===== config.mk =====
export PLATFORM = sky130hd
export DESIGN_NAME = checked_abs_sum_accumulator_top
export DESIGN_NICKNAME = d
export VERILOG_FILES = /design/src/sv/casa_pkg.sv /design/src/sv/casa_ram.sv /design/src/sv/casa_dp.sv /design/src/sv/casa_ctrl.sv /design/src/sv/checked_abs_sum_accumulator_top.sv
export SDC_FILE = /design/constraint.sdc
export NUM_CORES = 2
export LEC_CHECK = 0
export BUFFER_PORTS_ARGS = -buffer_cell sky130_fd_sc_hd__buf_2
export CAP_MARGIN = 20
export CORE_MARGIN = 1.5
export CORE_UTILIZATION = 57
export CTS_BUF_LIST = sky130_fd_sc_hd__clkbuf_16
export CTS_CLUSTER_SIZE = 25
export DETAILED_ROUTE_END_ITERATION = 8
export MAX_ROUTING_LAYER = met4
export PLACE_DENSITY = 0.76
export SYNTH_ARGS = -nofsm -noshare
export SYNTH_HDL_FRONTEND = slang
export SYNTH_HIERARCHICAL = 1
export SYNTH_SLANG_ARGS = --single-unit

===== constraint.sdc =====
create_clock -name clk -period 18.8 [get_ports clk]
set_input_delay 0.94 -clock clk [delete_from_list [all_inputs] [get_ports clk]]
set_output_delay 0.94 -clock clk [all_outputs]
set_load 0.02 [all_outputs]

===== src/sv/casa_pkg.sv =====
// Shared types, constants and the positive single-precision add for the
// checked absolute-value sum block. No dependencies.
package casa_pkg;

  localparam int LenW      = 24;
  localparam int FpW       = 32;
  localparam int LaneCount = 64;
  localparam int LaneW     = 6;
  localparam logic [FpW-1:0] PosInf = 32'h7F80_0000;

  // controller to datapath commands
  typedef struct packed {
    logic clear;       // clear position, tail and fault count
    logic lane_add;    // accumulate element into its lane
    logic tail_add;    // accumulate element into tail
    logic tree_load;   // start the reduction of the lanes
    logic tree_step;   // reduction step command; the datapath does not use it
  } casa_cmd_t;

  typedef struct packed {
    logic last_elem;   // current element is the last of the job
    logic last_whole;  // current element closes the last whole block
    logic in_blocks;   // current element falls in a whole block
    logic tree_done;   // reduction finished
  } casa_sts_t;

  function automatic logic is_nan(input logic [FpW-1:0] v);
    return (v[30:23] == 8'hFF) && (v[22:0] != 23'd0);
  endfunction

  // Add two non-negative values, round to nearest even, subnormals kept.
  function automatic logic [FpW-1:0] fadd_pos(input logic [FpW-1:0] a_in,
                                              input logic [FpW-1:0] b_in);
    logic [30:0] a, b, t;
    logic [7:0]  ea, eb;
    logic [8:0]  e;
    logic [26:0] ma, mb, sh;
    logic [27:0] sum;
    logic [24:0] m;
    logic [7:0]  d;
    logic        sticky;
    logic [FpW-1:0] res;
    a = a_in[30:0];
    b = b_in[30:0];
    if (b > a) begin
      t = a; a = b; b = t;
    end
    ea = (a[30:23] == 8'd0) ? 8'd1 : a[30:23];
    eb = (b[30:23] == 8'd0) ? 8'd1 : b[30:23];
    ma = {(a[30:23] != 8'd0), a[22:0], 3'b000};
    mb = {(b[30:23] != 8'd0), b[22:0], 3'b000};
    d = ea - eb;
    if (d >= 8'd27) begin
      sh = {26'd0, (mb != 27'd0)};
    end else begin
      sh = mb >> d;
      sticky = ((mb & ((27'd1 << d) - 27'd1)) != 27'd0);
      sh[0] = sh[0] | sticky;
    end
    sum = {1'b0, ma} + {1'b0, sh};
    e = {1'b0, ea};
    if (sum[27]) begin
      sum = {1'b0, sum[27:1]} | {27'd0, sum[0]};
      e = e + 9'd1;
    end
    m = {1'b0, sum[26:3]};
    if (sum[2] && (sum[1:0] != 2'd0 || m[0])) m = m + 25'd1;
    if (m[24]) begin
      m = m >> 1;
      e = e + 9'd1;
    end
    if (is_nan(a_in)) res = a_in | 32'h0040_0000;
    else if (is_nan(b_in)) res = b_in | 32'h0040_0000;
    else if (a_in[30:23] == 8'hFF || b_in[30:23] == 8'hFF) res = PosInf;
    else if (e >= 9'd255) res = PosInf;
    else res = {1'b0, (m[23] ? e[7:0] : 8'd0), m[22:0]};
    return res;
  endfunction

endpackage


===== src/sv/casa_ram.sv =====
// Generic single-port-write, registered-read RAM.
// No dependencies.
module casa_ram #(
  parameter int Width = 32,
  parameter int Depth = 64
) (
  input  logic                     clk,
  input  logic                     we,
  input  logic [$clog2(Depth)-1:0] waddr,
  input  logic [Width-1:0]         wdata,
  input  logic [$clog2(Depth)-1:0] raddr,
  output logic [Width-1:0]         rdata
);
  logic [Width-1:0] mem [Depth];

  // write and registered read
  always_ff @(posedge clk) begin
    if (we) mem[waddr] <= wdata;
    rdata <= mem[raddr];
  end
endmodule


===== src/sv/casa_dp.sv =====
// Datapath: lane memory, checked adder, reduction sequencer and tail.
// Depends on casa_pkg and casa_ram.
module casa_dp
  import casa_pkg::*;
(
  input  logic            clk,
  input  logic            rst,
  input  casa_cmd_t       cmd,
  input  logic [LenW-1:0] vector_length,
  input  logic [FpW-1:0]  value_bits,
  output casa_sts_t       sts,
  output logic [FpW-1:0]  sum_bits,
  output logic [LenW-1:0] fault_count
);
  localparam int TreeLast = LaneCount - 2;
  localparam logic [1:0] PhA = 2'd0, PhB = 2'd1, PhAdd = 2'd2;

  logic [LenW-1:0]      pos;
  logic [LenW-1:0]      whole;
  logic [LaneW-1:0]     lane;
  logic [LaneCount-1:0] lane_valid;
  logic [FpW-1:0]       rdata, lane_old, x;
  logic                 we;
  logic [LaneW-1:0]     waddr, raddr;
  logic [FpW-1:0]       wdata;

  // reduction: each add reads both operands from the lane memory, then writes back
  logic             tbusy;
  logic [LaneW-1:0] tstep;
  logic [1:0]       tph;
  logic [FpW-1:0]   opa;
  logic [LaneW-1:0] ta_idx, tb_idx, td_idx;
  logic             tree_add;

  logic [FpW-1:0] tail;
  logic [FpW-1:0] add_a, add_b, r1, r2;

  assign whole = vector_length & ~LenW'(LaneCount - 1);
  assign lane  = pos[LaneW-1:0];
  assign x     = {1'b0, value_bits[30:0]};
  assign sts.last_elem  = (LenW + 1)'(pos) + 1'b1 >= {1'b0, vector_length};
  assign sts.in_blocks  = pos < whole;
  assign sts.last_whole = (LenW + 1)'(pos) + 1'b1 == {1'b0, whole};

  // lane memory: read current lane ahead; cmd arrives with the registered data
  casa_ram #(.Width(FpW), .Depth(LaneCount)) u_lanes (
    .clk(clk), .we(we), .waddr(waddr), .wdata(wdata),
    .raddr(raddr), .rdata(rdata)
  );
  assign lane_old = lane_valid[lane] ? rdata : '0;

  // tree schedule: lane pairs 16 apart and 48/32, then 32, 8, 4 apart,
  // then y0+y1, y2+y3 and their sum
  always_comb begin
    ta_idx = '0;
    tb_idx = '0;
    td_idx = '0;
    if (tstep < 6'd16) begin
      ta_idx = tstep + 6'd16;
      tb_idx = tstep;
      td_idx = tstep;
    end else if (tstep < 6'd32) begin
      ta_idx = tstep + 6'd32;
      tb_idx = tstep + 6'd16;
      td_idx = tstep + 6'd16;
    end else if (tstep < 6'd48) begin
      ta_idx = tstep;
      tb_idx = tstep - 6'd32;
      td_idx = tstep - 6'd32;
    end else if (tstep < 6'd56) begin
      ta_idx = tstep - 6'd40;
      tb_idx = tstep - 6'd48;
      td_idx = tstep - 6'd48;
    end else if (tstep < 6'd60) begin
      ta_idx = tstep - 6'd52;
      tb_idx = tstep - 6'd56;
      td_idx = tstep - 6'd56;
    end else if (tstep == 6'd60) begin
      ta_idx = 6'd0;
      tb_idx = 6'd1;
      td_idx = 6'd0;
    end else if (tstep == 6'd61) begin
      ta_idx = 6'd2;
      tb_idx = 6'd3;
      td_idx = 6'd2;
    end else begin
      ta_idx = 6'd0;
      tb_idx = 6'd2;
      td_idx = 6'd0;
    end
  end

  assign tree_add = tbusy && tph == PhAdd;
  assign raddr = !tbusy ? lane : ((tph == PhA) ? ta_idx : tb_idx);

  // duplicated adder and compare
  always_comb begin
    add_a = tail;
    add_b = x;
    if (cmd.lane_add) add_a = lane_old;
    if (tbusy) begin
      add_a = opa;
      add_b = rdata;
    end
    r1 = fadd_pos(add_a, add_b);
    r2 = fadd_pos(add_a, add_b);
  end

  assign we    = cmd.lane_add || tree_add;
  assign waddr = tbusy ? td_idx : lane;
  assign wdata = r1;

  assign sts.tree_done = tree_add && tstep == LaneW'(TreeLast);

  always_ff @(posedge clk) begin
    if (rst || cmd.clear) begin
      pos <= '0;
      tail <= '0;
      fault_count <= '0;
      lane_valid <= '0;
      tbusy <= 1'b0;
      tstep <= '0;
      tph <= PhA;
    end else begin
      if (cmd.lane_add || cmd.tail_add) pos <= pos + 1'b1;
      if (cmd.lane_add) lane_valid[lane] <= 1'b1;
      if (cmd.tail_add) tail <= r1;
      if (r1 != r2 && (cmd.lane_add || cmd.tail_add || tree_add) &&
          fault_count != '1) fault_count <= fault_count + 1'b1;
      if (cmd.tree_load) begin
        tbusy <= 1'b1;
        tstep <= '0;
        tph <= PhA;
      end else if (tbusy) begin
        // read first operand, read second, then add and write back
        case (tph)
          PhA: tph <= PhB;
          PhB: begin
            opa <= rdata;
            tph <= PhAdd;
          end
          default: begin
            tph <= PhA;
            if (tstep == LaneW'(TreeLast)) begin
              tail <= r1;
              tbusy <= 1'b0;
            end else tstep <= tstep + 1'b1;
          end
        endcase
      end
    end
  end

  assign sum_bits = tail;
endmodule


===== src/sv/casa_ctrl.sv =====
// Controller state machine for the checked absolute-value sum.
// Depends on casa_pkg.
module casa_ctrl
  import casa_pkg::*;
(
  input  logic            clk,
  input  logic            rst,
  input  logic            start,
  input  logic            cfg_wr,
  input  logic [LenW-1:0] vector_length,
  input  casa_sts_t       sts,
  output logic            busy,
  output logic            done,
  output casa_cmd_t       cmd
);
  localparam logic [1:0] Idle = 2'd0, Read = 2'd1, Tree = 2'd2, Emit = 2'd3;
  logic [1:0] state, state_next;
  logic       fin, fin_next;

  assign busy = state != Idle;

  // sequence each element: lane read, add, optional reduction, result
  always_comb begin
    state_next = state;
    fin_next = fin;
    cmd = '0;
    done = 1'b0;
    unique case (state)
      Idle: if (start && vector_length != '0) state_next = Read;
      Read: begin
        if (sts.in_blocks) cmd.lane_add = 1'b1;
        else cmd.tail_add = 1'b1;
        fin_next = sts.last_elem;
        if (sts.in_blocks && sts.last_whole) begin
          cmd.tree_load = 1'b1;
          state_next = Tree;
        end else state_next = sts.last_elem ? Emit : Idle;
      end
      Tree: if (sts.tree_done) state_next = fin ? Emit : Idle;
      Emit: begin
        done = 1'b1;
        cmd.clear = 1'b1;
        state_next = Idle;
      end
      default: state_next = Idle;
    endcase
    if (cfg_wr) cmd.clear = 1'b1;
  end

  always_ff @(posedge clk) begin
    if (rst) begin
      state <= Idle;
      fin <= 1'b0;
    end else begin
      state <= state_next;
      fin <= fin_next;
    end
  end
endmodule


===== src/sv/checked_abs_sum_accumulator_top.sv =====
// Top level of the checked absolute-value sum: APB register, controller,
// datapath. Depends on casa_pkg, casa_ctrl, casa_dp.
//
// Usage: write vector_length at address 0 over APB (this clears the job).
// Then send elements one per transaction: start high while busy is low.
// After the accepting edge busy is high for one add cycle, so a new element
// is taken only after the lane read and add of the last one. The element
// that closes the last whole 64-element block then runs 63 reduction adds,
// each two lane memory reads, then add and write-back, with busy held high.
// After the last element, sum_bits and fault_count are shown for one cycle
// with done high, in the Emit state that follows the add or the reduction;
// the job state is then cleared and busy stays high through that cycle.
// A zero length ignores elements. Reset clears the length and all job state.
// The receiver cannot stall; results must be taken in the cycle they are
// shown.
module checked_abs_sum_accumulator_top
  import casa_pkg::*;
(
  input  logic            clk,
  input  logic            rst,
  input  logic            psel,
  input  logic            penable,
  input  logic            pwrite,
  input  logic [0:0]      paddr,
  input  logic [31:0]     pwdata,
  output logic [31:0]     prdata,
  output logic            pready,
  input  logic            start,
  output logic            busy,
  input  logic [31:0]     value_bits,
  output logic            done,
  output logic [31:0]     sum_bits,
  output logic [23:0]     fault_count
);
  logic [LenW-1:0] vector_length;
  logic            cfg_wr;
  casa_cmd_t       cmd;
  casa_sts_t       sts;
  logic [FpW-1:0]  val_q;

  assign pready = 1'b1;
  assign cfg_wr = psel && penable && pwrite && paddr == 1'b0;
  assign prdata = (paddr == 1'b0) ? {8'd0, vector_length} : '0;

  // hold the length register and capture the element
  always_ff @(posedge clk) begin
    if (rst) vector_length <= '0;
    else if (cfg_wr) vector_length <= pwdata[LenW-1:0];
    if (start && !busy) val_q <= value_bits;
  end

  casa_ctrl u_ctrl (
    .clk(clk), .rst(rst), .start(start), .cfg_wr(cfg_wr),
    .vector_length(vector_length), .sts(sts), .busy(busy), .done(done), .cmd(cmd)
  );

  casa_dp u_dp (
    .clk(clk), .rst(rst), .cmd(cmd), .vector_length(vector_length),
    .value_bits(val_q), .sts(sts), .sum_bits(sum_bits), .fault_count(fault_count)
  );

`ifndef SYNTHESIS
  a_done_busy: assert property (@(posedge clk) disable iff (rst) done |-> busy)
    else $error("result shown while idle");
  a_done_pulse: assert property (@(posedge clk) disable iff (rst) done |=> !done)
    else $error("result held over two cycles");
  a_no_fault: assert property (@(posedge clk) disable iff (rst)
    done |-> fault_count == '0)
    else $error("adder mismatch seen");
`endif
endmodule

### Word-level counts from Yosys, hierarchy flattened

Memory sizes are Yosys's and may differ from the RTL's. A register that Yosys moved wholly into a read port is not among the register bits.
Cells that the tools add are included.

* bits in writable memories: 2048
* memories kept: 1
* input bits: 71
* register bits after elaboration: 219

* $add $sub $neg: 16
* reduce and logical (&&, ||, !) cells: 36
* equal/unequal tests: 13
* muxes and demuxes: 70
* magnitude comparators: 12
* bitwise logic cells: 9
* shifts and indexed selects: 2

Memory list
* u_dp.u_lanes.mem: depth 64, width 32, read ports 1, clocked after memory_dff 1, wr ports 1, line casa_ram.sv:14 `logic [Width-1:0] mem [Depth];`

Operators with widths (number)
* $mux 32: 12
* $mux 6: 20
* $mux 31: 3
* $or 64x64->64: 1
* $mux 27: 2
* $add 24x1->25 const B: 2
* $mux 24: 2
* $reduce_bool 24->1: 2
* $reduce_bool 23->1: 2
* $gt 31x31->1: 1
* $sub 6x6->6 const B: 5
* $add 27x27->28: 1
* $and 27x27->27: 1
* $or 27x1->27: 1
* $reduce_bool 27->1: 1
* $shl 1x8->27 const A: 1
* $shr 27x8->27: 1
* $sub 27x1->27 const B: 1
* $eq 25x24->1: 1
* $ge 25x24->1: 1
* $mux 25: 1
* $add 24x1->24 const B: 1
* $lt 24x24->1: 1
* $lt 6x6->1 const B: 4
* 39 further kinds: 90

### Depth between registers and ports, before layout

* depth after elaboration: 36
* mapped depth: 94
* mapped depth without buffers: 77

### By module

Netlist, hierarchy kept.

By module, submodules not included
* casa_ram: cells an instance 3572, area an instance 78890.7 µm², sequential area each 62139.6 µm², times used 1
* casa_dp: cells an instance 2431, area an instance 17779.6 µm², sequential area each 3543.4 µm², times used 1
* checked_abs_sum_accumulator_top: cells an instance 175, area an instance 2311.0 µm², sequential area each 1441.4 µm², times used 1
* casa_ctrl: cells an instance 35, area an instance 272.8 µm², sequential area each 60.1 µm², times used 1

### Worst setup path after synthesis

Ideal clock, no wire load.

* kind: flip-flop to flip-flop
* start: register vector_length[7]
* end: memory u_dp.u_lanes.mem[0][16] (data pin)
* clock period less this slack: 20.383 ns
* cell stages (with the launch flop): 92
* library setup time: 0.722 ns
* data required time: 18.078 ns
* arrival: 19.661 ns
* setup slack: -1.583 ns
* cell sequence: dfxtp_1 inv_1 ha_1 a21o_1 a21o_1 a21o_1 a21o_1 a21o_1 a21o_1 a21o_1 a21o_1 a21o_1 a21o_1 a21o_1 a21o_1 a21o_1 a21o_1 a21oi_1 (+56 left out) o21ai_1 a21o_1 a41o_1 buf_2 buf_1 clkbuf_1 mux2i_1 ha_1 nand2_1 a211oi_1 nand2_1 nor3_1 nand4_1 a211oi_2 mux2i_1 o21a_1 a31o_1 a21boi_0

RTL lines
* from (decl): line checked_abs_sum_accumulator_top.sv:35 `logic [LenW-1:0] vector_length;`
* from (signal assigned): line checked_abs_sum_accumulator_top.sv:48 `else if (cfg_wr) vector_length <= pwdata[LenW-1:0];`
* to (decl): line casa_ram.sv:14

==> metrics <==
DRC=0; max incr delay on CP=0.57 ns; status=finished with violations; Buffers & Inverters on Critical Path=9; clock transition at the registers of the reported paths=0.07 ns; Vias/cell=6.794; worst vdd ir=0.1920 mV; violated checks=antenna violations; crit-path max FO=64; CTS tree=built; first-pass GRT wire length=423,000 um; via count=60,900; leak pwr=35.25 nW; Detailed Route WL=297,200 um; Routed Antenna Nets=1; delay-heaviest family, CP=compound AO/OA/AOI/OAI gates; clock network fraction of total power=0.256; share of layout cells above drive strength 1=0.2088; # rows=152; fin crit period=17.99 ns; Clock Tree Buf Depth=3; max frequency=55.59 MHz; GP Congestion=0.9973; clk_lat worst skew=0.90 ns; max-slew violations=0; final setup fails=0; clock sinks=2,299; setup tns final=0 ns; Die Ht=420.2 um; hold slack=0.2874 ns; die area=176,600 sq um; final hold viol count=0; antenna violations before repair=30; CP arrival=18.55 ns; Multi-input gate area=30,500 sq um; max-cap viol count=0; Seq pwr share=0.411; Pre-Repair DR Iteration Count=6; Switching Fraction=0.3610; power density of the placed cells=153.9 nW/um^2; Synth Cell Area=99,210 sq um; most frequent CP cell=a21o_1; # fillers=11,690; CTS buffer count=216; DP HPWL=179,800 um; Worst Hold Class=primary input to flip-flop; Synth Area per Inst=15.98 sq um; drt wl/cell=33.16 um; DIE WIDTH=420.2 um; combinational share of power=0.333; P_sw=6.162 mW; Ports=162; nets=6,599; Worst setup SP type=flip-flop; largest net degree at the start of global routing=116; worst slew pin tran=1.406 ns; Min-Delay Path Depth=1; clock root cell=clkbuf_16; gr usage total=0.3473; Max Clock Skew=0.09556 ns; Core Area=172,300 sq um; Port Buf Inserts=119; grt ovf=0; crit share post-route=0.9569; Pint=10.90 mW; r2r worst-path depth=78; pre-CTS setup slack=1.188 ns; Starting DRT DRC Count=9,078; vias in the first global route=59,700; kind of critical path=flip-flop to flip-flop; Initial Util=0.5758; post-synthesis cell count=6,210; slowest stage cell on the critical path=buf_4; Critical Path RT=19.36 ns; Ys Warns=6; WP depth=78; Rel. slew slack=0.06261; Crit. End Element=flip-flop; P&R area growth vs syn=11.75%; Setup WS post-layout=0.8103 ns; H-tree depth=4; Reg area=67,160 sq um
-- final timing paths --
| kind | end | start | slack [ns] |
|---|---|---|---|
| setup / recovery | u_dp/u_lanes/mem[29][8]$_DFFE_PP_ | vector_length[7]$_SDFFE_PP0P_ | 0.81 |
| hold / removal | val_q[1]$_DFFE_PP_ | value_bits[1] | 0.29 |
| setup reg to reg | u_dp/u_lanes/mem[29][8]$_DFFE_PP_ | vector_length[7]$_SDFFE_PP0P_ | 0.81 |
| hold reg to reg | u_dp/lane_valid[21]$_SDFFE_PP0P_ | u_dp/lane_valid[21]$_SDFFE_PP0P_ | 0.47 |
-- cell usage in the layout (no fill, tap or decap), drive strengths merged, types with 107 or more instances in the layout --
| cell | n |
|---|---|
| mux4 | 460 |
| a21oi | 240 |
| dfxtp | 188 |
| a22oi | 107 |
| buf | 363 |
| nand3 | 157 |
| nand2 | 300 |
| edfxtp | 2111 |
| ha | 107 |
| clkinv | 119 |
| inv | 142 |
| o21ai | 196 |
| mux2i | 248 |
| nor2 | 428 |
| clkbuf | 223 |
-- registers in the layout, indices dropped and copies added, names as in the netlist --
signal and flops:
val_q 31, u_dp/tbusy 1, u_dp/u_lanes/mem 2048, u_dp/tstep 6, u_ctrl/state 2, u_dp/pos 24
u_dp/opa 32, u_dp/u_lanes/rdata 32, u_dp/sum_bits 32, u_dp/lane_valid 64, u_dp/tph 2, u_ctrl/fin 1
vector_length 24
-- stage by stage --
| step | instance area [sq um] | power [mW] | instances | util |
|---|---|---|---|---|
| after floorplan | 99360 | 10.38 | 6240 | - |
| after global placement | 103400 | 12.50 | 8501 | 0.6002 |
| after detailed placement | 103400 | 12.60 | 8502 | 0.6003 |
| after CTS | 110600 | 16.94 | 8911 | 0.6419 |
| after global routing | 110800 | 17.56 | 8950 | 0.6433 |
| final | 110900 | 17.07 | 8963 | 0.6435 |
-- metal layers --
layer	part of all wire	global-route usage	wire length [um]	vias to the layer above
met1	0.37	0.4567	110400	30860
li1	-	-	-	25150
met3	0.11	0.07577	33760	691
met5	0	-	0	-
met4	0.050	0.1595	14770	0
met2	0.47	0.5226	138300	4196
-- area by class of cell --
cell class | count | share of cell area
repair buffers | 365 | 0.02379
inverters | 105 | 0.003555
clock inverters | 188 | 0.01489
diodes | 43 | 0.0009705
clock buffers | 221 | 0.04988
multi-input cells | 3432 | 0.2751
well taps | 2310 | 0.02607
flip-flops and latches | 2299 | 0.6057
-- power by group through the flow --
stage / combinational [mW] / clock, mW / sequential (mW)
2_1_floorplan: 3.25 / 0 / 7.13
3_3_place_gp: 5.38 / 0 / 7.12
3_5_place_dp: 5.47 / 0 / 7.13
4_1_cts: 5.51 / 4.41 / 7.02
5_1_grt: 5.95 / 4.61 / 7.01
6_report: 5.68 / 4.37 / 7.01
-- timing repair --
item / 4_1_cts / 5_1_grt
hold buffers: 0 / 0
setup endpoints to repair: 0 / 423
gates resized for setup: 0 / 5
buffers inserted: 0 / 0
No activity file was read; power rests on OpenSTA's default activity.
